<file path="src/sv/im2col_gather_unit_defines.svh">
// Assertion macros for the im2col gather unit.
// Used by the top level only; define NO_ASSERTIONS to compile them away.
`ifndef IM2COL_GATHER_UNIT_DEFINES_SVH
`define IM2COL_GATHER_UNIT_DEFINES_SVH
`ifndef NO_ASSERTIONS
// Immediate implication, checked at every clock edge outside reset.
`define IM2C_ASSERT_NOW(lbl, ante, cons, msg) \
    lbl: assert property (@(posedge i_clk) disable iff (!i_rst_n) \
        (ante) |-> (cons)) else $error(msg);
// Implication across the fixed request-to-result latency.
`define IM2C_ASSERT_DELAY(lbl, ante, cons, msg) \
    lbl: assert property (@(posedge i_clk) disable iff (!i_rst_n) \
        (ante) |-> ##RESULT_LATENCY (cons)) else $error(msg);
`else
`define IM2C_ASSERT_NOW(lbl, ante, cons, msg)
`define IM2C_ASSERT_DELAY(lbl, ante, cons, msg)
`endif
`endif

</file>
<file path="src/sv/im2c_pkg.sv">
// Shared types, widths and codes of the im2col gather unit.
// No dependencies; imported by the top level, front end, queue and back end.
package im2c_pkg;

    localparam int STORE_DEPTH = 4096;
    localparam int MAX_DIM     = 256;
    localparam int MAX_KERNEL  = 16;

    localparam int ADDR_W = $clog2(STORE_DEPTH);

    // Field widths
    localparam int LOAD_ADDR_W = 12;
    localparam int SAMPLE_W    = 32;
    localparam int CHAN_W      = 4;
    localparam int KERN_W      = 4;
    localparam int DST_W       = 8;

    // Register widths
    localparam int DIM_CFG_W  = 9;
    localparam int CCNT_W     = 5;
    localparam int SMALL_W    = 4;
    localparam int CFG_IDX_W  = 4;
    localparam int CFG_DATA_W = 9;

    // Datapath widths
    localparam int PROD_W      = DST_W + SMALL_W;
    localparam int SROW_W      = PROD_W + 1;
    localparam int SCOL_W      = DST_W + 2;
    localparam int PLANE_W     = 2 * DIM_CFG_W;
    localparam int CHAN_TERM_W = PLANE_W + CHAN_W;
    localparam int ROW_TERM_W  = 2 * DIM_CFG_W;
    localparam int SUM_W       = CHAN_TERM_W + 1;

    // Queue between front and back
    localparam int QUEUE_DEPTH = 4;
    localparam int QPTR_W      = $clog2(QUEUE_DEPTH);
    localparam int QCNT_W      = $clog2(QUEUE_DEPTH + 1);
    // Front holds up to two requests in flight
    localparam logic [QCNT_W-1:0] BUSY_LEVEL = QCNT_W'(QUEUE_DEPTH - 2);

    // Edges from an accepted read to its result
    localparam int RESULT_LATENCY = 4;

    localparam logic CMD_LOAD = 1'b0;
    localparam logic CMD_READ = 1'b1;

    localparam logic [CFG_IDX_W-1:0] CFG_IMAGE_HEIGHT  = 4'd0;
    localparam logic [CFG_IDX_W-1:0] CFG_IMAGE_WIDTH   = 4'd1;
    localparam logic [CFG_IDX_W-1:0] CFG_CHANNEL_COUNT = 4'd2;
    localparam logic [CFG_IDX_W-1:0] CFG_PAD_TOP       = 4'd3;
    localparam logic [CFG_IDX_W-1:0] CFG_PAD_LEFT_COLS = 4'd4;
    localparam logic [CFG_IDX_W-1:0] CFG_ROW_STRIDE    = 4'd5;
    localparam logic [CFG_IDX_W-1:0] CFG_OUT_HEIGHT    = 4'd6;
    localparam logic [CFG_IDX_W-1:0] CFG_OUT_WIDTH     = 4'd7;

    typedef struct packed {
        logic                   cmd;
        logic [LOAD_ADDR_W-1:0] load_addr;
        logic [SAMPLE_W-1:0]    load_value;
        logic [CHAN_W-1:0]      chan_index;
        logic [KERN_W-1:0]      kern_row;
        logic [KERN_W-1:0]      kern_col;
        logic [DST_W-1:0]       dst_row;
        logic [DST_W-1:0]       dst_col;
    } t_in_item;

    typedef struct packed {
        logic [SAMPLE_W-1:0] sample_out;
        logic                is_padding;
        logic                bad_request;
    } t_out_item;

    typedef struct packed {
        logic [DIM_CFG_W-1:0] image_height;
        logic [DIM_CFG_W-1:0] image_width;
        logic [CCNT_W-1:0]    channel_count;
        logic [SMALL_W-1:0]   pad_top;
        logic [SMALL_W-1:0]   pad_left_cols;
        logic [SMALL_W-1:0]   row_stride;
        logic [DIM_CFG_W-1:0] out_height;
        logic [DIM_CFG_W-1:0] out_width;
    } t_cfg;

    typedef struct packed {
        logic                   is_read;
        logic [LOAD_ADDR_W-1:0] load_addr;
        logic [SAMPLE_W-1:0]    load_value;
        logic                   bad;
        logic                   pad;
        logic [CHAN_TERM_W-1:0] chan_term;
        logic [ROW_TERM_W-1:0]  row_term;
        logic [DIM_CFG_W-1:0]   col;
    } t_q_entry;

    typedef struct packed {
        logic              empty;
        logic              full;
        logic [QCNT_W-1:0] count;
    } t_q_status;

endpackage

</file>
<file path="src/sv/im2c_queue.sv">
// Short request queue between front and back end.
// Depends on im2c_pkg.
module im2c_queue import im2c_pkg::*; (
    input  logic      i_clk,
    input  logic      i_rst_n,
    input  logic      i_push,
    input  t_q_entry  i_entry,
    input  logic      i_pop,
    output t_q_entry  o_head,
    output t_q_status o_status
);

    t_q_entry          r_mem [QUEUE_DEPTH];
    logic [QPTR_W-1:0] r_wr_ptr;
    logic [QPTR_W-1:0] r_rd_ptr;
    logic [QCNT_W-1:0] r_count;

    logic do_push;
    logic do_pop;

    assign do_push = i_push && (r_count != QCNT_W'(QUEUE_DEPTH));
    assign do_pop  = i_pop && (r_count != '0);

    function automatic logic [QPTR_W-1:0] ptr_inc(input logic [QPTR_W-1:0] p);
        ptr_inc = (p == QPTR_W'(QUEUE_DEPTH - 1)) ? '0 : p + 1'b1;
    endfunction

    always_ff @(posedge i_clk) begin
        if (!i_rst_n) begin
            r_wr_ptr <= '0;
            r_rd_ptr <= '0;
            r_count  <= '0;
        end else begin
            if (do_push) begin
                r_wr_ptr <= ptr_inc(r_wr_ptr);
            end
            if (do_pop) begin
                r_rd_ptr <= ptr_inc(r_rd_ptr);
            end
            r_count <= r_count + QCNT_W'(do_push) - QCNT_W'(do_pop);
        end
        if (do_push) begin
            r_mem[r_wr_ptr] <= i_entry;
        end
    end

    assign o_head         = r_mem[r_rd_ptr];
    assign o_status.empty = (r_count == '0);
    assign o_status.full  = (r_count == QCNT_W'(QUEUE_DEPTH));
    assign o_status.count = r_count;

endmodule

</file>
<file path="config.mk">
export PLATFORM = sky130hd
export DESIGN_NAME = im2c_queue
export DESIGN_NICKNAME = d
export VERILOG_FILES = /design/src/sv/im2col_gather_unit_defines.svh /design/src/sv/im2c_pkg.sv /design/src/sv/im2c_queue.sv
export SDC_FILE = /design/constraint.sdc
export NUM_CORES = 1
export LEC_CHECK = 0
export BUFFER_PORTS_ARGS = -buffer_cell sky130_fd_sc_hd__buf_2
export CORE_MARGIN = 2
export CORE_UTILIZATION = 25
export DETAILED_ROUTE_END_ITERATION = 8
export HOLD_SLACK_MARGIN = 0.15
export PLACE_DENSITY = 0.55
export SYNTH_ARGS = -nofsm -noshare
export SYNTH_HDL_FRONTEND = slang
export SYNTH_SLANG_ARGS = --single-unit
</file>
<file path="constraint.sdc">
create_clock -name i_clk -period 4 [get_ports i_clk]
set_input_delay 0.8 -clock i_clk [delete_from_list [all_inputs] [get_ports i_clk]]
set_output_delay 0.8 -clock i_clk [all_outputs]
set_load 0.01 [all_outputs]
</file>
* Word-level counts from Yosys, hierarchy flattened
Memories as Yosys holds them, arrays and structs flattened. A register that Yosys moved wholly into a read port is not among the register bits. Cells that the tools add are included.
Cells by class: add/subtract/negate cells 4, muxes and demuxes 6, eq/ne operators 4, reductions and logical operators 4
Operator list (count):
- $mux 2 | 4
- $add 2x1->2 const B | 2
- $eq 2x2->1 const B | 2
- $add 3x1->3 | 1
- $eq 3x3->1 const B | 1
- $logic_not 3->1 | 1
- $ne 3x3->1 const B | 1
- $reduce_bool 3->1 | 1
- $sub 3x1->3 | 1
- $logic_and 1x1->1 | 2
- $mux 1 | 2
Word-level totals: word-level logic and storage cells 22, memories kept 1, output and inout bits 101, bits in writable memories 384, register bits after elaboration 7, bits of input ports 100
Memories:
- r_mem | words 4, bits a word 96, rd ports 1, clocked after memory_dff 1, wr ports 1, RTL line im2c_queue.sv:13 | t_q_entry r_mem [QUEUE_DEPTH];

* Depth between registers and ports, before layout
Gate-level depths: netlist of run 1.
depth after elaboration 4, depth in mapped cells 12, depth with buffers taken out 11

* Worst setup path before layout of run 1
No wires, ideal clock.
path type input to register, start in i_push, end mem r_mem[1][0] in the netlist's numbering (enable), arrival time 3402 ps, library setup time 466 ps, buffers on the path 1, stages on the path 3, path slack 132 ps, data required time 3534 ps, cells stage by stage nor2b_1 > clkbuf_1 > and2_1
Between the ends: word-level cells in the longest chain between the ends 3
RTL lines:
- start, declared | RTL line im2c_queue.sv:6 | input logic i_push,
- $logic_and 1x1->1 | RTL line im2c_queue.sv:21 | assign do_push = i_push && (r_count != QCNT_W'(QUEUE_DEPTH));
- $mux 1 | RTL line im2c_queue.sv:42 | if (do_push) begin
- $mux 1 (implied by the code) | RTL line im2c_queue.sv:43 | r_mem[r_wr_ptr] <= i_entry;
- end, declared | RTL line im2c_queue.sv:13
Every way passes these cells.

==> impl_metrics.json, run 1 <==
{
  "buffer_ports.inserted": 200,
  "cts.repair_timing.setup_buffer_count": 0,
  "post_cts.resized_instances": 0,
  "ir_drop_mv": 0.365,
  "tightestPinTransition_ns": 0.617,
  "start_util_pct": 25.4,
  "worstHoldStart": "i_entry[45]",
  "clkTransAtPathRegs_ns": 0.06,
  "async_reset_ff_share_pct": 0,
  "arrival_ns": 2.33,
  "timing.final.ws_setup_ns": 0.874,
  "most_numerous_cell_in_the_yosys_netlist": "edfxtp_1",
  "route.detailed.drc": 0,
  "htree_num_levels": 2,
  "finClkSkew_ns": 0.00913,
  "avgRoutedWirePerCell_microns": 19.3,
  "finish_stage_setup_viols": 0,
  "detailedPlace.worstSlack_ns": 1.03,
  "worst-r2r-setup-slack_ns": 1.38,
  "max_capacitance_violation_count": 0,
  "die_width_microns": 243,
  "mean_post_synth_cell_area_sq_um": 25.9,
  "totalPowerFinal_uw": 11300,
  "synth_top_cells_by_count": "384 x edfxtp_1, 96 x mux4_2, 11 x buf_2",
  "setup.worst_path.start_class": "flop",
  "final_hold_violating_endpoints": 0,
  "final_core_utilization_pct": 31.4,
  "cts_tree": "built",
  "number_of_rows_in_the_core_area": 87,
  "number_of_enable_type_register_cells_in_the_synthesized_netlist": 384,
  "globalRouteTotalUtil_pct": 10.3,
  "leakage_uw": 0.00583,
  "grt_pass1_vias": 7097,
  "totalWireLength_mm": 30.4,
  "area_delta_synth_final_pct": 23.9,
  "worst_hold_path.endpoint": "r_mem[0][45]",
  "dp_hpwl_mm": 17.9,
  "syn-cell-area_sq_um": 14300,
  "post_synth_main_area_contributors": "edfxtp_1 80%, mux4_2 15%, dfxtp_1 1.3%",
  "fin_setup_tns_ns": 0,
  "num_vias": 6497,
  "io-pin-count": 201,
  "worst-r2r-cell-count": 11,
  "critical_path.reg2reg.endpoint": "r_count[2]",
  "synth_ff_type": "edfxtp_1",
  "finalWeightedCongestion": 0.682,
  "grt_max_degree": 53,
  "cp_data_required_time_ns": 3.20,
  "critical_path.max_fanout": 32,
  "timing.final.crit_share_pct": 78.1,
  "yosys.cell_types.count": 22,
  "total_of_flip_flops_plus_latches_after_synthesis": 393,
  "dieHeight_microns": 243,
  "final_antenna_net_count": 0,
  "grt-ovfl-total": 0,
  "hold_class": "in2reg",
  "antenna_violations_before_repair": 8,
  "whs_path_depth": 1,
  "r2r-start": "r_count[1]",
  "report.final.slew_viol_count": 0,
  "status": "completed",
  "ys_seq_area_share_pct": 81.7,
  "finish.net_count": 897,
  "placeableCoreArea_sq_um": 56500,
  "syn-num-nets": 662,
  "final.min_clock_period_ns": 3.13,
  "detail_route.iter0.violations": 359,
  "postCtsHoldBufs": 0,
  "cts_sinks": 393,
  "worst_setup_path_end_kind": "output port",
  "synth_warnings": 0,
  "slew-limit-headroom_pct": 58.9,
  "yosysTopAreaCellShare_pct": 80.4,
  "synth.largest_area_cell": "edfxtp_1",
  "clk_latency_ns": 0.56,
  "cts_max_path_buffers": 3,
  "start_to_end_type_of_the_worst_setup_path": "reg2out",
  "viasPerCell": 4.11,
  "fraction_of_final_layout_cells_with_drive_strength_greater_than_1_pct": 45.7,
  "grt_setup_unrepaired": "false",
  "power_density_nw_per_um2": 639,
  "max_clock_freq_mhz": 320,
  "drt_first_pass_iters": 4,
  "clock_tree.root_cell": "clkbuf_16",
  "syn_inst": 554,
  "die_area_sq_um": 59300,
  "grt_pass1_wl_mm": 45.2,
  "tritoncts.num_buffers": 44
}
[report_power, final]
group          internal, uW  total (uW)  switching (uW)
registers              5000        5130             128
logic                  1050        2280            1230
clock network          2370        3930            1560
[cells by family (layout without fill, tap and decap cells)]
logic type      Yosys count  count (layout)  share of synthesized area, %
compound gates            3               3                         0.122
other cells               0               3                             0
flops                   393             393                          81.7
fa+ha+maj                 8               8                         0.751
mux                      98              98                          15.2
buf+inv                  30             296                          1.36
xor+xnor                  2               2                         0.122
simple gates             20              20                         0.716
[per-layer routing]
layer,vias up,track usage (%),share of wire (%)
met4,14,4.01,2.7
met2,185,15.8,45
li1,2849,-,-
met1,3382,13.3,44
met5,-,0,0.29
met3,67,3.76,8.0
[through the flow]
stage	hold WS (ns)	area, sq um	std cells
3_3_place_gp	0.492	16300	1499
6_report	0.458	17800	1579
3_5_place_dp	0.502	16300	1499
2_1_floorplan	0.468	14300	554
5_1_grt	0.428	17700	1576
4_1_cts	0.399	17700	1576
[worst max-delay path by stage]
stage	start	end	slack [ns]	cells after the start
2_1_floorplan	i_push	r_mem[1][0]	0.13	3
3_3_place_gp	i_push	r_count[2]	1.06	11
3_5_place_dp	i_push	r_count[2]	1.03	11
4_1_cts	flop	o_head[31]	0.76	3
5_1_grt	flop	o_head[79]	0.73	3
6_report	flop	o_head[79]	0.87	3
[layout by cell type, fill, tap and decap left out, drive strengths merged, types with 3 or more instances in the layout]
cell / count
dfxtp: 9
and2: 6
diode: 3
mux4: 96
clkbuf: 53
edfxtp: 384
bufinv: 5
nand2: 6
ha: 7
inv: 6
clkinv: 18
buf: 213
[state kept, by name, summed over array words and instances, names as in the netlist, named ones only]
name	cells
r_mem	384
r_count	3
r_rd_ptr	2
r_wr_ptr	2
[worst max-delay path, stage by stage (launching register included)]
cell and delay, ns:
dfxtp_4 0.71, buf_4 0.46, mux4_2 0.40, buf_2 0.17
[layout make-up]
| cell class | instances | area, sq um |
|---|---|---|
| antenna | 3 | 7.51 |
| clock buffer | 53 | 1160 |
| fill | 5411 | 38700 |
| sequential | 393 | 11700 |
| tap | 756 | 946 |
| multi-input combinational | 131 | 2440 |
| clock inverter | 24 | 244 |
| timing repair buffer | 213 | 1220 |
| inverter | 6 | 22.5 |
(Power assumes the default switching activity.)
==> inputs of run 2 (changes only) <==
--- a/config.mk
+++ b/config.mk
@@ -10,7 +10,7 @@
 export CORE_UTILIZATION = 25
 export DETAILED_ROUTE_END_ITERATION = 8
 export HOLD_SLACK_MARGIN = 0.15
-export PLACE_DENSITY = 0.55
+export PLACE_DENSITY = 0.53
 export SYNTH_ARGS = -nofsm -noshare
 export SYNTH_HDL_FRONTEND = slang
 export SYNTH_SLANG_ARGS = --single-unit
==> constraint.sdc (replaced) <==
create_clock -name i_clk -period 2.9 [get_ports i_clk]
set_input_delay 0.58 -clock i_clk [delete_from_list [all_inputs] [get_ports i_clk]]
set_output_delay 0.58 -clock i_clk [all_outputs]
set_load 0.01 [all_outputs]
==> run 2 against run 1 <==
Global-route usage fell by 0.27 points. Worst hold slack got worse by 0.22 ns. Critical path depth unchanged. Power rose by 37%. Clock-buffer cell count up 5. Die area is the same. Routed wire length fell by 1.8%. Register-to-register slack lost 0.92 ns.
==> impl_metrics.json, run 2 (synthesis results as in run 1) <==
{
  "finish_stage_setup_viols": 0,
  "grt-ovfl-total": 0,
  "tritoncts.num_buffers": 44,
  "area_delta_synth_final_pct": 24.0,
  "finalWeightedCongestion": 0.680,
  "globalRouteTotalUtil_pct": 10.0,
  "holdWs_ns": 0.239,
  "cts_tree": "built",
  "final_antenna_net_count": 0,
  "most_frequent_standard_cell_in_the_layout_excluding_fill_and_tap_cells": "edfxtp_1",
  "hold_class": "in2reg",
  "start_to_end_type_of_the_worst_setup_path": "reg2out",
  "number_of_rows_in_the_core_area": 87,
  "slew-limit-headroom_pct": 61.4,
  "detail_route.iter0.violations": 340,
  "leakage_uw": 0.00584,
  "fin_setup_tns_ns": 0,
  "viasPerCell": 4.13,
  "n_fill_cell": 5432,
  "max_clock_freq_mhz": 378,
  "die_area_sq_um": 59300,
  "biggestRegsByFlops": "r_mem: 384 flops, r_count: 3 flops",
  "grt_max_degree": 76,
  "drt_first_pass_iters": 4,
  "ir_drop_mv": 0.581,
  "number_of_flip_flops_under_the_largest_register_name": 384,
  "io-pin-count": 201,
  "finish.net_count": 906,
  "final.min_clock_period_ns": 2.64,
  "setup.worst_path.start_class": "flop",
  "avgRoutedWirePerCell_microns": 18.9,
  "grt_setup_unrepaired": "false",
  "grt_pass1_vias": 7180,
  "arrival_ns": 2.06,
  "cellInternalPower_uw": 11500,
  "p_sw_share_pct": 25.8,
  "final_cell_mix": "384 x edfxtp_1, 200 x buf_2, 96 x mux4_2, 46 x clkbuf_16, 12 x buf_4",
  "p_sw_uw": 4000,
  "combPwrFrac_pct": 20.5,
  "final_core_utilization_pct": 31.5,
  "clock_power_share_pct": 33.9,
  "worst_setup_path_end_kind": "output port",
  "max_capacitance_violation_count": 0,
  "power_density_nw_per_um2": 873,
  "report.final.slew_viol_count": 0,
  "clkTransAtPathRegs_ns": 0.06,
  "tightestPinTransition_ns": 0.579,
  "cts_max_path_buffers": 3,
  "totalWireLength_mm": 29.9,
  "layout.area.seq_sq_um": 11700,
  "area_of_the_multi_input_gates_sq_um": 2440,
  "start_util_pct": 25.4,
  "dieHeight_microns": 243,
  "final_hold_violating_endpoints": 0,
  "finClkSkew_ns": 0.0130,
  "htree_num_levels": 2,
  "antenna_violations_before_repair": 8,
  "dp_hpwl_mm": 17.3,
  "cp_data_required_time_ns": 2.32,
  "grt_pass1_wl_mm": 44.5,
  "fraction_of_final_layout_cells_with_drive_strength_greater_than_1_pct": 46.1,
  "top_reg_by_flops": "r_mem",
  "route.detailed.drc": 0,
  "antennaDiodeCount": 0,
  "buffer_ports.inserted": 200,
  "cts_sinks": 393,
  "die_width_microns": 243,
  "critical_path.max_fanout": 30,
  "timing.final.crit_share_pct": 91.2,
  "clk_latency_ns": 0.56,
  "clock_tree.root_cell": "clkbuf_16",
  "num_vias": 6542,
  "placeableCoreArea_sq_um": 56500,
  "sequential_fraction_of_design_power_pct": 45.6,
  "status": "completed"
}
==> run 2: changes by cell type in the layout (fill, tap and decap cells not counted), moves of 2 or more <==
| cell | delta |
|---|---|
| clkinv_2 | -4 |
| clkbuf_8 | +2 |
| bufinv_16 | -3 |
| clkbuf_1 | +2 |
| buf_4 | +9 |
| diode_2 | -3 |
==> run 2: final cells by class <==
cell class,count,share of cell area [%]
sequential,393,65.9
multi-input combinational,131,13.7
timing repair buffer,222,7.27
clock buffer,58,6.84
tap,756,5.32
clock inverter,17,0.775
inverter,6,0.127
==> run 2: worst paths after layout <==
check,start,end,slack [ns],cells after the start
worst max-delay path,flop,o_head[50],0.26,3
worst min-delay path,i_entry[41],r_mem[1][41],0.24,1
worst max register to register,r_count[1],r_count[2],0.46,10
worst min register to register,r_wr_ptr[1],r_wr_ptr[1],0.51,2
==> run 2: metrics by stage <==
stage / instance area, sq um / cells / worst slack (ns) / power (uW)
6_report: 17800 / 1583 / 0.255 / 15500
5_1_grt: 17800 / 1583 / 0.138 / 16300
4_1_cts: 17700 / 1577 / 0.0305 / 15800
3_5_place_dp: 16400 / 1502 / 0.405 / 10500
3_3_place_gp: 16400 / 1502 / 0.498 / 10400
2_1_floorplan: 14300 / 554 / 0.260 / 9150
==> run 2: power groups by stage <==
stage | combinational, uW | sequential, uW | clock, uW
2_1_floorplan | 2010 | 7140 | 0
3_3_place_gp | 3250 | 7180 | 0
3_5_place_dp | 3260 | 7220 | 0
4_1_cts | 3260 | 7100 | 5460
5_1_grt | 3470 | 7120 | 5670
6_report | 3190 | 7070 | 5260
==> run 2: critical path: stages, from the launching register on <==
cell and delay (ns):
dfxtp_4 0.45, buf_12 0.27, mux4_2 0.57, buf_2 0.16
==> run 2: timing repair <==
action | 4_1_cts | 5_1_grt
hold buffers | 0 | 0
buffers inserted | 0 | 6
resized for setup | 0 | 0
setup endpoints to repair | 0 | 2
==> run 2: per-layer routing <==
layer	part of all wire, %	wire, microns	vias to the layer above	track usage [%]
met2	46	13800	179	15.7
met5	0.30	89	-	0
met1	43	12800	3427	12.6
met3	7.9	2370	66	3.82
met4	2.8	835	14	3.83
li1	-	-	2856	-
