File: src/sv/im2col_gather_unit_defines.svh
// Assertion macros for the im2col gather unit.
// Used by the top level only; define NO_ASSERTIONS to compile them away.
`ifndef IM2COL_GATHER_UNIT_DEFINES_SVH
`define IM2COL_GATHER_UNIT_DEFINES_SVH
`ifndef NO_ASSERTIONS
// Immediate implication, checked at every clock edge outside reset.
`define IM2C_ASSERT_NOW(lbl, ante, cons, msg) \
    lbl: assert property (@(posedge i_clk) disable iff (!i_rst_n) \
        (ante) |-> (cons)) else $error(msg);
// Implication across the fixed request-to-result latency.
`define IM2C_ASSERT_DELAY(lbl, ante, cons, msg) \
    lbl: assert property (@(posedge i_clk) disable iff (!i_rst_n) \
        (ante) |-> ##RESULT_LATENCY (cons)) else $error(msg);
`else
`define IM2C_ASSERT_NOW(lbl, ante, cons, msg)
`define IM2C_ASSERT_DELAY(lbl, ante, cons, msg)
`endif
`endif

File: src/sv/im2c_pkg.sv
// Shared types, widths and codes of the im2col gather unit.
// No dependencies; imported by the top level, front end, queue and back end.
package im2c_pkg;

    localparam int STORE_DEPTH = 4096;
    localparam int MAX_DIM     = 256;
    localparam int MAX_KERNEL  = 16;

    localparam int ADDR_W = $clog2(STORE_DEPTH);

    // Field widths
    localparam int LOAD_ADDR_W = 12;
    localparam int SAMPLE_W    = 32;
    localparam int CHAN_W      = 4;
    localparam int KERN_W      = 4;
    localparam int DST_W       = 8;

    // Register widths
    localparam int DIM_CFG_W  = 9;
    localparam int CCNT_W     = 5;
    localparam int SMALL_W    = 4;
    localparam int CFG_IDX_W  = 4;
    localparam int CFG_DATA_W = 9;

    // Datapath widths
    localparam int PROD_W      = DST_W + SMALL_W;
    localparam int SROW_W      = PROD_W + 1;
    localparam int SCOL_W      = DST_W + 2;
    localparam int PLANE_W     = 2 * DIM_CFG_W;
    localparam int CHAN_TERM_W = PLANE_W + CHAN_W;
    localparam int ROW_TERM_W  = 2 * DIM_CFG_W;
    localparam int SUM_W       = CHAN_TERM_W + 1;

    // Queue between front and back
    localparam int QUEUE_DEPTH = 4;
    localparam int QPTR_W      = $clog2(QUEUE_DEPTH);
    localparam int QCNT_W      = $clog2(QUEUE_DEPTH + 1);
    // Front holds up to two requests in flight
    localparam logic [QCNT_W-1:0] BUSY_LEVEL = QCNT_W'(QUEUE_DEPTH - 2);

    // Edges from an accepted read to its result
    localparam int RESULT_LATENCY = 4;

    localparam logic CMD_LOAD = 1'b0;
    localparam logic CMD_READ = 1'b1;

    localparam logic [CFG_IDX_W-1:0] CFG_IMAGE_HEIGHT  = 4'd0;
    localparam logic [CFG_IDX_W-1:0] CFG_IMAGE_WIDTH   = 4'd1;
    localparam logic [CFG_IDX_W-1:0] CFG_CHANNEL_COUNT = 4'd2;
    localparam logic [CFG_IDX_W-1:0] CFG_PAD_TOP       = 4'd3;
    localparam logic [CFG_IDX_W-1:0] CFG_PAD_LEFT_COLS = 4'd4;
    localparam logic [CFG_IDX_W-1:0] CFG_ROW_STRIDE    = 4'd5;
    localparam logic [CFG_IDX_W-1:0] CFG_OUT_HEIGHT    = 4'd6;
    localparam logic [CFG_IDX_W-1:0] CFG_OUT_WIDTH     = 4'd7;

    typedef struct packed {
        logic                   cmd;
        logic [LOAD_ADDR_W-1:0] load_addr;
        logic [SAMPLE_W-1:0]    load_value;
        logic [CHAN_W-1:0]      chan_index;
        logic [KERN_W-1:0]      kern_row;
        logic [KERN_W-1:0]      kern_col;
        logic [DST_W-1:0]       dst_row;
        logic [DST_W-1:0]       dst_col;
    } t_in_item;

    typedef struct packed {
        logic [SAMPLE_W-1:0] sample_out;
        logic                is_padding;
        logic                bad_request;
    } t_out_item;

    typedef struct packed {
        logic [DIM_CFG_W-1:0] image_height;
        logic [DIM_CFG_W-1:0] image_width;
        logic [CCNT_W-1:0]    channel_count;
        logic [SMALL_W-1:0]   pad_top;
        logic [SMALL_W-1:0]   pad_left_cols;
        logic [SMALL_W-1:0]   row_stride;
        logic [DIM_CFG_W-1:0] out_height;
        logic [DIM_CFG_W-1:0] out_width;
    } t_cfg;

    typedef struct packed {
        logic                   is_read;
        logic [LOAD_ADDR_W-1:0] load_addr;
        logic [SAMPLE_W-1:0]    load_value;
        logic                   bad;
        logic                   pad;
        logic [CHAN_TERM_W-1:0] chan_term;
        logic [ROW_TERM_W-1:0]  row_term;
        logic [DIM_CFG_W-1:0]   col;
    } t_q_entry;

    typedef struct packed {
        logic              empty;
        logic              full;
        logic [QCNT_W-1:0] count;
    } t_q_status;

endpackage

File: src/sv/im2c_front.sv
// Front end: classifies requests and computes source position and address terms.
// Depends on im2c_pkg.
module im2c_front import im2c_pkg::*; (
    input  logic     i_clk,
    input  logic     i_rst_n,
    input  logic     i_accept,
    input  t_in_item i_item,
    input  t_cfg     i_cfg,
    output logic     o_push,
    output t_q_entry o_entry
);

    // Stage 1
    logic                   r_f1_valid;
    logic                   r_f1_read;
    logic [LOAD_ADDR_W-1:0] r_f1_addr;
    logic [SAMPLE_W-1:0]    r_f1_value;
    logic [CHAN_W-1:0]      r_f1_chan;
    logic                   r_f1_bad;
    logic [SROW_W-1:0]      r_f1_srow;
    logic [SCOL_W-1:0]      r_f1_scol;
    logic [PLANE_W-1:0]     r_plane;

    // Stage 2
    logic     r_f2_valid;
    t_q_entry r_f2;

    logic [PROD_W-1:0] n_prod;
    logic [SROW_W-1:0] n_srow;
    logic [SCOL_W-1:0] n_scol;
    logic              n_bad;
    logic              n_pad;

    always_comb begin
        n_bad = ({1'b0, i_item.chan_index} >= CCNT_W'(i_cfg.channel_count))
              || ({1'b0, i_item.dst_row} >= i_cfg.out_height)
              || ({1'b0, i_item.dst_col} >= i_cfg.out_width)
              || (32'(i_item.dst_row) >= MAX_DIM)
              || (32'(i_item.dst_col) >= MAX_DIM)
              || (32'(i_item.kern_row) >= MAX_KERNEL)
              || (32'(i_item.kern_col) >= MAX_KERNEL);
        n_prod = PROD_W'(i_item.dst_row) * PROD_W'(i_cfg.row_stride);
        n_srow = SROW_W'(n_prod) - SROW_W'(i_cfg.pad_top) + SROW_W'(i_item.kern_row);
        n_scol = SCOL_W'(i_item.dst_col) - SCOL_W'(i_cfg.pad_left_cols)
               + SCOL_W'(i_item.kern_col);
    end

    // Negative positions show as a set sign bit
    always_comb begin
        n_pad = r_f1_srow[SROW_W-1]
             || (r_f1_srow[SROW_W-2:0] >= (SROW_W-1)'(i_cfg.image_height))
             || r_f1_scol[SCOL_W-1]
             || (r_f1_scol[SCOL_W-2:0] >= (SCOL_W-1)'(i_cfg.image_width));
    end

    always_ff @(posedge i_clk) begin
        if (!i_rst_n) begin
            r_f1_valid <= 1'b0;
            r_f2_valid <= 1'b0;
        end else begin
            r_f1_valid <= i_accept;
            r_f2_valid <= r_f1_valid;
        end
        r_plane    <= PLANE_W'(i_cfg.image_height) * PLANE_W'(i_cfg.image_width);
        r_f1_read  <= (i_item.cmd == CMD_READ);
        r_f1_addr  <= i_item.load_addr;
        r_f1_value <= i_item.load_value;
        r_f1_chan  <= i_item.chan_index;
        r_f1_bad   <= n_bad;
        r_f1_srow  <= n_srow;
        r_f1_scol  <= n_scol;

        r_f2.is_read    <= r_f1_read;
        r_f2.load_addr  <= r_f1_addr;
        r_f2.load_value <= r_f1_value;
        r_f2.bad        <= r_f1_bad;
        r_f2.pad        <= n_pad;
        r_f2.chan_term  <= CHAN_TERM_W'(r_f1_chan) * CHAN_TERM_W'(r_plane);
        r_f2.row_term   <= ROW_TERM_W'(r_f1_srow[DIM_CFG_W-1:0])
                         * ROW_TERM_W'(i_cfg.image_width);
        r_f2.col        <= r_f1_scol[DIM_CFG_W-1:0];
    end

    assign o_push  = r_f2_valid;
    assign o_entry = r_f2;

endmodule

File: config.mk
export PLATFORM = sky130hd
export DESIGN_NAME = im2c_front
export DESIGN_NICKNAME = d
export VERILOG_FILES = /design/src/sv/im2col_gather_unit_defines.svh /design/src/sv/im2c_pkg.sv /design/src/sv/im2c_front.sv
export SDC_FILE = /design/constraint.sdc
export NUM_CORES = 1
export LEC_CHECK = 0
export ABC_AREA = 1
export BUFFER_PORTS_ARGS = -buffer_cell sky130_fd_sc_hd__buf_2
export CAP_MARGIN = 20
export CORE_MARGIN = 2
export CORE_UTILIZATION = 28
export DETAILED_ROUTE_END_ITERATION = 6
export GPL_ROUTABILITY_DRIVEN = 0
export GPL_TIMING_DRIVEN = 0
export RECOVER_POWER = 25
export SLEW_MARGIN = 15
export SYNTH_ARGS = -nofsm -noshare
export SYNTH_HDL_FRONTEND = slang
export SYNTH_SLANG_ARGS = --single-unit
File: constraint.sdc
create_clock -name i_clk -period 4.73 [get_ports i_clk]
set_clock_uncertainty 0.15 [all_clocks]
set_input_delay 0.2365 -clock i_clk [delete_from_list [all_inputs] [get_ports i_clk]]
set_output_delay 0.2365 -clock i_clk [all_outputs]
set_load 0.03 [all_outputs]
# After elaboration in Yosys (flattened, before gate mapping)

Cells that the tools add are included.
Widths: inputs -> output; s select.

Flip-flop bits (word level): 189
Bits in latches: 0
RAM bits: 0
Bits in read-only memories: 0
Input port bits: 129
Output and inout bits: 97
Logic and storage cells: 36
Memories kept: 0

$add $sub $neg: 4
$mul: 4
Div/mod/pow operators: 0
Order comparisons: 5
Eq/ne operators: 0
Shift operators: 0
Muxes and demuxes: 0
Bitwise operators: 0
Reduce and logical (&&, ||, !) cells: 5

Operator list:

| cell             | number |
|---|---|
| $mul 9x9->18     | 2 |
| $mul 4x18->22    | 1 |
| $ge 8x9->1       | 2 |
| $add 13x4->13    | 1 |
| $sub 12x4->13    | 1 |
| $ge 12x9->1      | 1 |
| $mul 8x4->12     | 1 |
| $add 9x5->10     | 1 |
| $ge 9x9->1       | 1 |
| $sub 8x4->9      | 1 |
| $ge 4x5->1       | 1 |
| $logic_or 1x1->1 | 5 |

# Longest topological paths before layout

Gate-level depths: netlist (run 1).

Word-level depth: 4
Depth in mapped cells: 20
Mapped depth without buffers: 19

# Least setup slack after synthesis (run 1)

No wires, ideal clock.

Path type: input-to-reg
Start: input i_cfg[43] in the netlist's numbering
End: register r_plane[15]
Setup time: 0.121 ns
Arrival: 4.001 ns
Data required time: 4.459 ns
Setup slack: 0.459 ns
Cell stages on the path: 16
Path buffers: 2
Cell sequence: clkbuf_1 -> clkbuf_1 -> nand2_1 -> fa_1 -> fa_1 -> inv_1 -> fa_1 -> inv_1 -> fa_1 -> inv_1 -> ha_1 -> a21oi_1 -> o21ai_0 -> nand2_1 -> nand3_1 -> xor2_1

Word-level cells in the longest chain between the ends: 1

RTL lines:

| item                   | RTL line         | text |
|---|---|---|
| start: declaration     | im2c_front.sv:8  | `input t_cfg i_cfg,` |
| $mul 9x9->18           | im2c_front.sv:64 | `r_plane <= PLANE_W'(i_cfg.image_height) * PLANE_W'(i_cfg.image_width);` |
| end signal: assignment | im2c_front.sv:64 |  |
| end: declaration       | im2c_front.sv:22 | `logic [PLANE_W-1:0] r_plane;` |

Every way passes these cells.
A chain may end at the register's enable or synchronous reset.

# Final worst setup path (run 1)

Start: input i_cfg[38] in the netlist's numbering
End: register r_plane[17]

Same word-level chain as after synthesis.

==> impl_metrics.env, run 1 <==
export IMPL_path_clk_slew_ps=80
export IMPL_synthTopCellsByCount="inv_1 (449), nand2_1 (440), dfxtp_1 (189)"
export IMPL_synth_ff_type="dfxtp_1"
export IMPL_top_layer="met5"
export IMPL_pin_count=226
export IMPL_synth_top_cell_by_area="dfxtp_1"
export IMPL_dpl_cell_area_mm2=0.0164
export IMPL_max_stage_delay_ps=570
export IMPL_gr_total_overflow=0
export IMPL_post_drt_via_cell_ratio=4.28
export IMPL_drive_above_1_share_pct=12.5
export IMPL_nFillCells=5402
export IMPL_cts_buffers=17
export IMPL_p_comb_share_pct=71.5
export IMPL_clock_path_buffers=2
export IMPL_antenna_found_initial=10
export IMPL_fin_area_mm2=0.0177
export IMPL_initial_core_util_pct=28.3
export IMPL_post_cts_setup_buffers=0
export IMPL_drc=0
export IMPL_die_y_um=232
export IMPL_cts_htree_levels=4
export IMPL_io_buffers=205
export IMPL_cpMaxStageDelayCell="clkbuf_1"
export IMPL_ys_warnings_count=0
export IMPL_ant_nets=0
export IMPL_vias=11900
export IMPL_p_int_mw=6.38
export IMPL_maxSlewViolCount=0
export IMPL_synth_most_common_cell="inv_1"
export IMPL_synth_edff_count=0
export IMPL_rows=83
export IMPL_clkSinkCount=189
export IMPL_wl_um=35200
export IMPL_drt_iter0_drc=587
export IMPL_ys_ff_latch=189
export IMPL_wl_met2_um=17200
export IMPL_path_max_fanout=10
export IMPL_multiInputGateArea_mm2=0.00892
export IMPL_slew_limit_headroom_pct=54.6
export IMPL_start_kind="input pin"
export IMPL_power_leakage_nw=10.2
export IMPL_synth_cells=1803
export IMPL_grt_max_degree=22
export IMPL_outcome="finished, final reports clean"
export IMPL_dieArea_mm2=0.0539
export IMPL_fp_dieW_um=232
export IMPL_clock_latency_ps=480
export IMPL_fmaxAchievable_mhz=225
export IMPL_fin_setup_tns_ps=0
export IMPL_core_mm2=0.0514
export IMPL_syn_area_mm2=0.0146
export IMPL_clkPwrFrac_pct=11.2
export IMPL_wl_met1_um=15000
export IMPL_async_reset_ff_share_pct=0
export IMPL_holdWs_ps=76.3
export IMPL_regArea_mm2=0.00378
export IMPL_synthToLayoutAreaGrowth_pct=21.6
export IMPL_powerDensity_mw_per_mm2=746
export IMPL_yosysSeqAreaShare_pct=26.0
export IMPL_yosysTopAreaCellShare_pct=26.0
export IMPL_cts_root_buffer="clkbuf_16"
export IMPL_criticalPathCategory="input pin to flop"
export IMPL_track_usage_pct=13.4
export IMPL_routedWlPerCell_um=12.6
export IMPL_p_seq_share_pct=17.3
export IMPL_cp_required_ps=4960
export IMPL_period_share_pct=94.0
export IMPL_p_sw_share_pct=51.8
export IMPL_synthTopCellsByArea="dfxtp_1 (26%), fa_1 (21%), ha_1 (15%)"
export IMPL_fin_crit_ps=4450
export IMPL_drv_cap=0
export IMPL_finalHoldViolations=0
export IMPL_synth_fp_nets=2262
export IMPL_dr_pass1_iters=6
export IMPL_grt_pass1_vias=12400
export IMPL_ys_types=35
export IMPL_layout_nets=2548
export IMPL_worstPathCellList="clkbuf_1 -> clkbuf_1 -> nand2_1 -> inv_1 -> fa_1 -> fa_1 -> fa_1 -> inv_1 -> fa_1 -> inv_1 -> ha_1 -> a21oi_1 -> nor2_1 -> nor2_1 -> nor3_1 -> nor2_1 -> nand2_1 -> nand2_1 -> nand2_1"
export IMPL_dpl_hpwl_um=29100
export IMPL_worstHoldPathType="input pin to flop"
export IMPL_cts_tree="done"
export IMPL_wl_met3_um=2170
export IMPL_syn_avg_cell_area_um2=8.08
export IMPL_setup_violations=0
export IMPL_rsz0062_at_grt="false"
export IMPL_worstSetupEndpointType="flop"
export IMPL_grt_pass1_wl_um=57600
export IMPL_cp_arrival_ps=4680
export IMPL_p_sw_mw=6.84
export IMPL_ir_drop_mv=0.755
export IMPL_tightest_slew_ps=681
layer usage:
layer / up-vias / track usage, %
met2: 310 / 23.0
met1: 5593 / 15.8
li1: 5972 / -
met5: - / 0
met3: 58 / 3.73
met4: 8 / 5.69
final cells by class:
type / count / area share [%]
Antenna cell: 8 / 0.113
Sequential cell: 189 / 21.4
Multi-Input combinational cell: 1115 / 50.3
Buffer: 47 / 1.05
Timing Repair Buffer: 268 / 9.35
Clock inverter: 15 / 1.07
Clock buffer: 17 / 2.40
Inverter: 451 / 9.55
Tap cell: 680 / 4.80
sequential cells by signal, indices dropped and copies added (netlist names):
signal      count
o_push          1
r_f1_scol      10
r_f1_read       1
r_f1_bad        1
r_f1_srow      13
r_f1_value     32
o_entry        96
r_f1_valid      1
r_plane        18
r_f1_chan       4
r_f1_addr      12
final timing paths:
kind,start,end,slack (ps),cells past startpoint
worst max-delay path,i_cfg[38],r_plane[17],280,19
worst max register to register,r_f1_srow[5],o_entry[25],320,15
worst min-delay path,i_cfg[22],r_f1_scol[0],80,4
worst min register to register,r_f1_value[28],o_entry[79],180,0
power groups by stage:
stage	clock network (mW)	logic [mW]	registers (mW)
after CTS	1.55	9.56	2.29
after global placement	0	9.35	2.32
after floorplan	0	6.92	2.68
after global routing	1.60	11.0	2.33
final	1.48	9.45	2.29
after detailed placement	0	9.45	2.33
kinds of logic (layout without fill, tap and decap cells):
| group | count (synthesis) | count (layout) | synth area share, % |
|---|---|---|---|
| AND/OR/NAND/NOR | 613 | 613 | 17.2 |
| buffers and inverters | 499 | 798 | 12.9 |
| adder cells (fa/ha/maj) | 330 | 330 | 36.3 |
| flip-flops | 189 | 189 | 26.0 |
| AO/OA/AOI/OAI | 121 | 121 | 4.62 |
| XOR/XNOR | 51 | 51 | 3.07 |
| other | 0 | 8 | 0 |
critical path, delay by kind of cell:
kind,cells,cell delay [ps]
buffers and inverters,5,1150
and+or+nand+nor,8,680
AOI/OAI and AO/OA,1,240
adders and majority gates,5,2330
metrics by stage:
| step | worst slack [ps] | total power [mW] | std cells | util (%) |
|---|---|---|---|---|
| floorplan | 459 | 9.60 | 1803 | - |
| global placement | -264 | 11.7 | 2688 | 32.0 |
| detailed placement | -301 | 11.8 | 2688 | 32.0 |
| CTS | 161 | 13.4 | 2783 | 34.4 |
| global route | 12.4 | 14.9 | 2785 | 34.4 |
| finish | 284 | 13.2 | 2790 | 34.5 |
layout by cell type (no fill, tap or decap), types with 2 or more instances in the layout:
cell type,synthesis,final
inv_1,449,449
nand2_1,440,440
buf_2,0,205
dfxtp_1,189,189
ha_1,176,176
fa_1,154,154
a21oi_1,71,71
nor2_1,63,63
dlygate4sd3_1,0,63
nand3_1,57,57
clkbuf_1,47,40
xor2_1,34,34
o21ai_0,28,28
nand4_1,19,19
xnor2_1,17,17
clkbuf_16,0,17
nor3_1,12,12
diode_2,0,8
nand2_2,8,8
clkbuf_2,0,7
a21o_1,5,5
o21a_1,5,5
clkinv_8,0,5
nand3b_1,3,3
nand3_2,3,3
nor2_2,3,3
inv_8,0,3
nor4_1,2,2
a211oi_1,2,2
o31ai_1,2,2
a31oi_1,2,2
inv_2,2,2
inv_12,0,2
inv_6,0,2
clkinvlp_4,0,2
repair_timing:
| item | CTS | global route |
|---|---|---|
| setup endpoints to repair | 0 | 6 |
| hold buffers | 63 | 0 |
| resized for setup | 0 | 13 |
| endpoints found under the hold margin | 63 | 0 |
Power figures use the tool's default switching activity.
==> run 2, diff against run 1 <==
Clock period 4.73 ns to 4.51 ns, I/O delays scaled along.
==> run 2 against run 1 <==
Net effect:
- clock power up 5%
- via count about the same
- combinational power grew 5.1%
- count of clock-buffer cells in the layout stayed put
- register-to-register slack worse by 100 ps
- die area stayed put
- highest routed layer unchanged
==> impl_metrics.env, run 2 (synthesized netlist as in run 1, its figures left out) <==
export IMPL_outcome="finished, final reports clean"
export IMPL_max_stage_delay_ps=540
export IMPL_cts_root_buffer="clkbuf_16"
export IMPL_worstPathCellList="buf_2 -> clkbuf_1 -> clkbuf_1 -> nand2_1 -> fa_1 -> inv_1 -> fa_1 -> inv_1 -> fa_1 -> fa_1 -> inv_1 -> ha_1 -> a21oi_1 -> nand2_1 -> nand3_1 -> nand3_1 -> xor2_1"
export IMPL_cp_buffers_inverters=6
export IMPL_final_common_cell="inv_1"
export IMPL_routedWlPerCell_um=12.6
export IMPL_post_drt_via_cell_ratio=4.28
export IMPL_largest_reg_flops=96
export IMPL_rsz0062_at_grt="false"
export IMPL_period_share_pct=96.9
export IMPL_maxSlewViolCount=0
export IMPL_gr_total_overflow=0
export IMPL_grt_max_degree=22
export IMPL_worstHoldPathType="input pin to flop"
export IMPL_cp_required_ps=4730
export IMPL_cts_tree="done"
export IMPL_tightest_slew_ps=644
export IMPL_p_int_mw=6.70
export IMPL_cts_buffers=17
export IMPL_worstSetupEndpointType="flop"
export IMPL_p_sw_mw=7.18
export IMPL_path_delay_family="adder cells"
export IMPL_wl_um=35200
export IMPL_start_kind="input pin"
export IMPL_cpMaxStageDelayCell="fa_1"
export IMPL_p_seq_share_pct=17.3
export IMPL_drc=0
export IMPL_setup_violations=0
export IMPL_path_max_fanout=10
export IMPL_clock_path_buffers=2
export IMPL_synthToLayoutAreaGrowth_pct=21.7
export IMPL_slew_limit_headroom_pct=57.1
export IMPL_die_y_um=232
export IMPL_path_clk_slew_ps=70
export IMPL_fp_dieW_um=232
export IMPL_dr_pass1_iters=5
export IMPL_p_comb_share_pct=71.5
export IMPL_fin_setup_tns_ps=0
export IMPL_grt_pass1_vias=12400
export IMPL_antenna_found_initial=10
export IMPL_worst_slack_ps=142
export IMPL_clkPwrFrac_pct=11.2
export IMPL_clkSinkCount=189
export IMPL_powerDensity_mw_per_mm2=783
export IMPL_cp_arrival_ps=4590
export IMPL_cts_htree_levels=4
export IMPL_post_cts_setup_buffers=0
export IMPL_ir_drop_mv=0.792
export IMPL_core_mm2=0.0514
export IMPL_clock_latency_ps=480
export IMPL_pin_count=226
export IMPL_layout_nets=2548
export IMPL_fmaxAchievable_mhz=229
export IMPL_track_usage_pct=13.4
export IMPL_drv_cap=0
export IMPL_criticalPathCategory="input pin to flop"
export IMPL_drive_above_1_share_pct=13.1
export IMPL_finalHoldViolations=0
export IMPL_initial_core_util_pct=28.3
export IMPL_dieArea_mm2=0.0539
export IMPL_p_sw_share_pct=51.7
export IMPL_stdcell_count=2790
export IMPL_drt_iter0_drc=647
export IMPL_rows=83
export IMPL_dpl_hpwl_um=29100
export IMPL_ant_nets=0
export IMPL_grt_pass1_wl_um=57600
export IMPL_vias=12000
export IMPL_dp_cells=2688
export IMPL_pre_cts_ws_ps=-510
export IMPL_cpMostUsedCell="fa_1"
export IMPL_layout_common_cells="inv_1 (449), nand2_1 (440), buf_2 (206), dfxtp_1 (188), ha_1 (176)"
export IMPL_io_buffers=205
export IMPL_fin_crit_ps=4370
export IMPL_power_leakage_nw=10.2
## run 2: changes by cell type in the layout (fill, tap and decap cells not counted)
| cell | delta |
|---|---|
| clkbuf_1 | -11 |
| clkbuf_2 | +7 |
| clkbuf_4 | +2 |
| o21ai_0 | -2 |
| o21ai_1 | +2 |
| buf_2 | +1 |
| buf_4 | +1 |
| dfxtp_1 | -1 |
| dfxtp_2 | +1 |
## run 2: final cells by class
cell class / count / area [um2]
Timing Repair Buffer: 268 / 1660
Tap cell: 680 / 851
Sequential cell: 189 / 3780
Clock inverter: 15 / 189
Antenna cell: 8 / 20.0
Fill cell: 5408 / 33700
Inverter: 451 / 1690
Clock buffer: 17 / 425
Buffer: 47 / 206
Multi-Input combinational cell: 1115 / 8920
## run 2: worst min-delay path, stage by stage
cell	delay, ps
buf_2	80
ha_1	220
inv_1	50
ha_1	100
## run 2: path summary, 6_finish.rpt
path	startpoint	to	slack, ps	cells past startpoint
setup / recovery	i_cfg[35]	o_entry[25]	140	17
hold / removal	i_cfg[22]	r_f1_scol[0]	70	4
setup reg to reg	r_f1_srow[1]	o_entry[22]	220	15
hold reg to reg	r_f1_value[3]	o_entry[54]	180	0
## run 2: power groups by stage
stage	Clock (mW)	Sequential, mW	Combinational (mW)
6_report	1.55	2.40	9.93
5_1_grt	1.68	2.45	11.6
4_1_cts	1.63	2.41	10.0
3_5_place_dp	0	2.44	9.91
3_3_place_gp	0	2.44	9.80
2_1_floorplan	0	2.81	7.26
## run 2: repair_timing
action                                  in CTS  in global routing
gates cloned                                 0                  0
hold buffers                                63                  0
endpoints found under the setup margin       5                 17
hold endpoints to repair                    63                  0
gates resized for setup                      1                 44
## run 2: metal layers
layer / up-vias / routed length, um / GRT usage (%)
li1: 5971 / - / -
met1: 5589 / 15100 / 15.8
met2: 322 / 17100 / 23.0
met3: 61 / 2130 / 3.73
met4: 8 / 770 / 5.69
met5: - / 52 / 0
## run 2: through the flow
stage	hold slack [ps]	instance area [um2]	power [mW]	utilization, %
6_report	65.8	17700	13.9	34.5
4_1_cts	15.9	17700	14.1	34.4
5_1_grt	69.8	17700	15.7	34.5
3_5_place_dp	162	16400	12.4	32.0
2_1_floorplan	103	14600	10.1	-
3_3_place_gp	160	16400	12.2	32.0
==> run 3, diff against run 2 <==
Settings changed: CORE_ASPECT_RATIO set to 0.6.
==> run 3 against run 2 <==
Net effect:
- the run now ends with DRC left
- final cell count rose by 0.18%
- sequential share of layout area barely moved
- via count rose by 0.65%
- combinational power rose by 0.6%
- power rose by 1.2%
- worst hold slack improved by 16 ps
- die area rose by 0.11%
- largest power group unchanged
==> impl_metrics.env, run 3 (synthesized netlist as in run 1, its figures left out) <==
export IMPL_path_delay_family="adder cells"
export IMPL_largest_reg_flops=96
export IMPL_synthToLayoutAreaGrowth_pct=21.9
export IMPL_power_leakage_nw=10.3
export IMPL_cp_buffers_inverters=5
export IMPL_slew_limit_headroom_pct=55.8
export IMPL_busiest_layer="met2"
export IMPL_grt_pass1_vias=12400
export IMPL_drc=1
export IMPL_r2r_slack_ps=220
export IMPL_worstSetupEndpointType="flop"
export IMPL_period_share_pct=95.6
export IMPL_dieArea_mm2=0.0539
export IMPL_cp_required_ps=4710
export IMPL_fmaxAchievable_mhz=232
export IMPL_cts_htree_levels=4
export IMPL_grt_pass1_wl_um=62300
export IMPL_fin_setup_tns_ps=0
export IMPL_cpMaxStageDelayCell="fa_1"
export IMPL_post_cts_setup_buffers=0
export IMPL_powerDensity_mw_per_mm2=791
export IMPL_criticalPathCategory="input pin to flop"
export IMPL_dpl_cell_area_mm2=0.0165
export IMPL_worstPathCellList="clkbuf_1 -> clkbuf_2 -> nand2_1 -> fa_1 -> fa_1 -> inv_1 -> fa_1 -> inv_1 -> fa_1 -> inv_1 -> ha_1 -> a21oi_1 -> o21ai_0 -> nand2_1 -> nand3_1 -> xor2_1"
export IMPL_cp_arrival_ps=4510
export IMPL_violations="DRC"
export IMPL_vias=12000
export IMPL_dr_pass1_iters=7
export IMPL_setup_violations=0
export IMPL_routedWlPerCell_um=13.3
export IMPL_max_stage_delay_ps=550
export IMPL_drive_above_1_share_pct=13.1
export IMPL_pin_count=226
export IMPL_cts_root_buffer="clkbuf_16"
export IMPL_drv_cap=0
export IMPL_fin_crit_ps=4310
export IMPL_holdWs_ps=82.2
export IMPL_p_seq_share_pct=17.2
export IMPL_layout_common_cells="inv_1 (449), nand2_1 (440), buf_2 (204), dfxtp_1 (188), ha_1 (176)"
export IMPL_grt_max_degree=23
export IMPL_layout_nets=2546
export IMPL_clock_path_buffers=2
export IMPL_post_drt_via_cell_ratio=4.30
export IMPL_drt_iter0_drc=761
export IMPL_start_kind="input pin"
export IMPL_p_comb_share_pct=71.1
export IMPL_clkPwrFrac_pct=11.7
export IMPL_fin_area_mm2=0.0178
export IMPL_fp_dieW_um=299
export IMPL_ant_nets=0
export IMPL_outcome="finished with violations"
export IMPL_track_usage_pct=14.4
export IMPL_dpl_hpwl_um=30900
export IMPL_core_mm2=0.0512
export IMPL_finalHoldViolations=0
export IMPL_wl_um=37300
export IMPL_clock_latency_ps=470
export IMPL_antenna_found_initial=3
export IMPL_rows=64
export IMPL_use_met1_pct=19.8
export IMPL_p_sw_mw=7.28
export IMPL_p_sw_share_pct=51.8
export IMPL_cts_tree="done"
export IMPL_path_clk_slew_ps=80
export IMPL_rsz0062_at_grt="false"
export IMPL_io_buffers=205
export IMPL_initial_core_util_pct=28.5
export IMPL_use_met2_pct=22.4
export IMPL_final_core_util_pct=34.7
export IMPL_gr_total_overflow=0
export IMPL_clkSinkCount=189
export IMPL_die_y_um=181
export IMPL_worstHoldPathType="input pin to flop"
export IMPL_path_max_fanout=10
export IMPL_cpMostUsedCell="fa_1"
export IMPL_use_met3_pct=3.54
export IMPL_p_int_mw=6.77
export IMPL_maxSlewViolCount=0
export IMPL_ir_drop_mv=1.02
export IMPL_tightest_slew_ps=663
export IMPL_cts_buffers=17
export IMPL_final_common_cell="inv_1"
[run 3: path summary, 6_finish.rpt]
path / startpoint / to / cells after the start
setup / recovery: i_cfg[41] / r_plane[15] / 16
hold / removal: i_item[5] / r_f1_scol[5] / 4
setup reg to reg: r_f1_srow[3] / o_entry[26] / 17
hold reg to reg: r_f1_value[15] / o_entry[66] / 0
[run 3: area by class of cell]
class | instances | area [um2]
fill | 5353 | 33400
multi-input combinational | 1115 | 8920
sequential | 189 | 3780
inverter | 451 | 1690
timing repair buffer | 266 | 1640
tap | 693 | 867
clock buffer | 17 | 425
clock inverter | 15 | 225
buffer | 47 | 208
antenna | 2 | 5.00
[run 3: per-stage QoR]
step / setup slack (ps) / std cells / power (mW)
after global placement: -470 / 2701 / 12.3
after global routing: 0.171 / 2795 / 15.9
after detailed placement: -509 / 2701 / 12.3
after floorplan: 250 / 1803 / 10.1
final: 198 / 2795 / 14.1
after CTS: 7.36 / 2793 / 14.2
[run 3: routing by layer]
metal / vias to the layer above / share of wire (%)
li1: 5959 / -
met1: 5726 / 48
met2: 316 / 44
met3: 28 / 6.4
met4: 0 / 1.4
met5: - / 0
[run 3: what timing repair did]
item,4_1_cts,5_1_grt
setup endpoints to repair,7,19
hold buffers,61,0
gates resized for setup,3,41
hold endpoints to repair,61,0
[run 3: worst min-delay path: stages]
cell	delay [ps]
buf_2	140
nand2_1	80
nand2_2	120
xor2_1	80
[run 3: power by group through the flow]
stage	Sequential, mW	Clock, mW	Combinational (mW)
2_1_floorplan	2.81	0	7.26
3_3_place_gp	2.46	0	9.83
3_5_place_dp	2.46	0	9.89
4_1_cts	2.43	1.72	10.0
5_1_grt	2.47	1.80	11.6
6_report	2.42	1.65	9.99
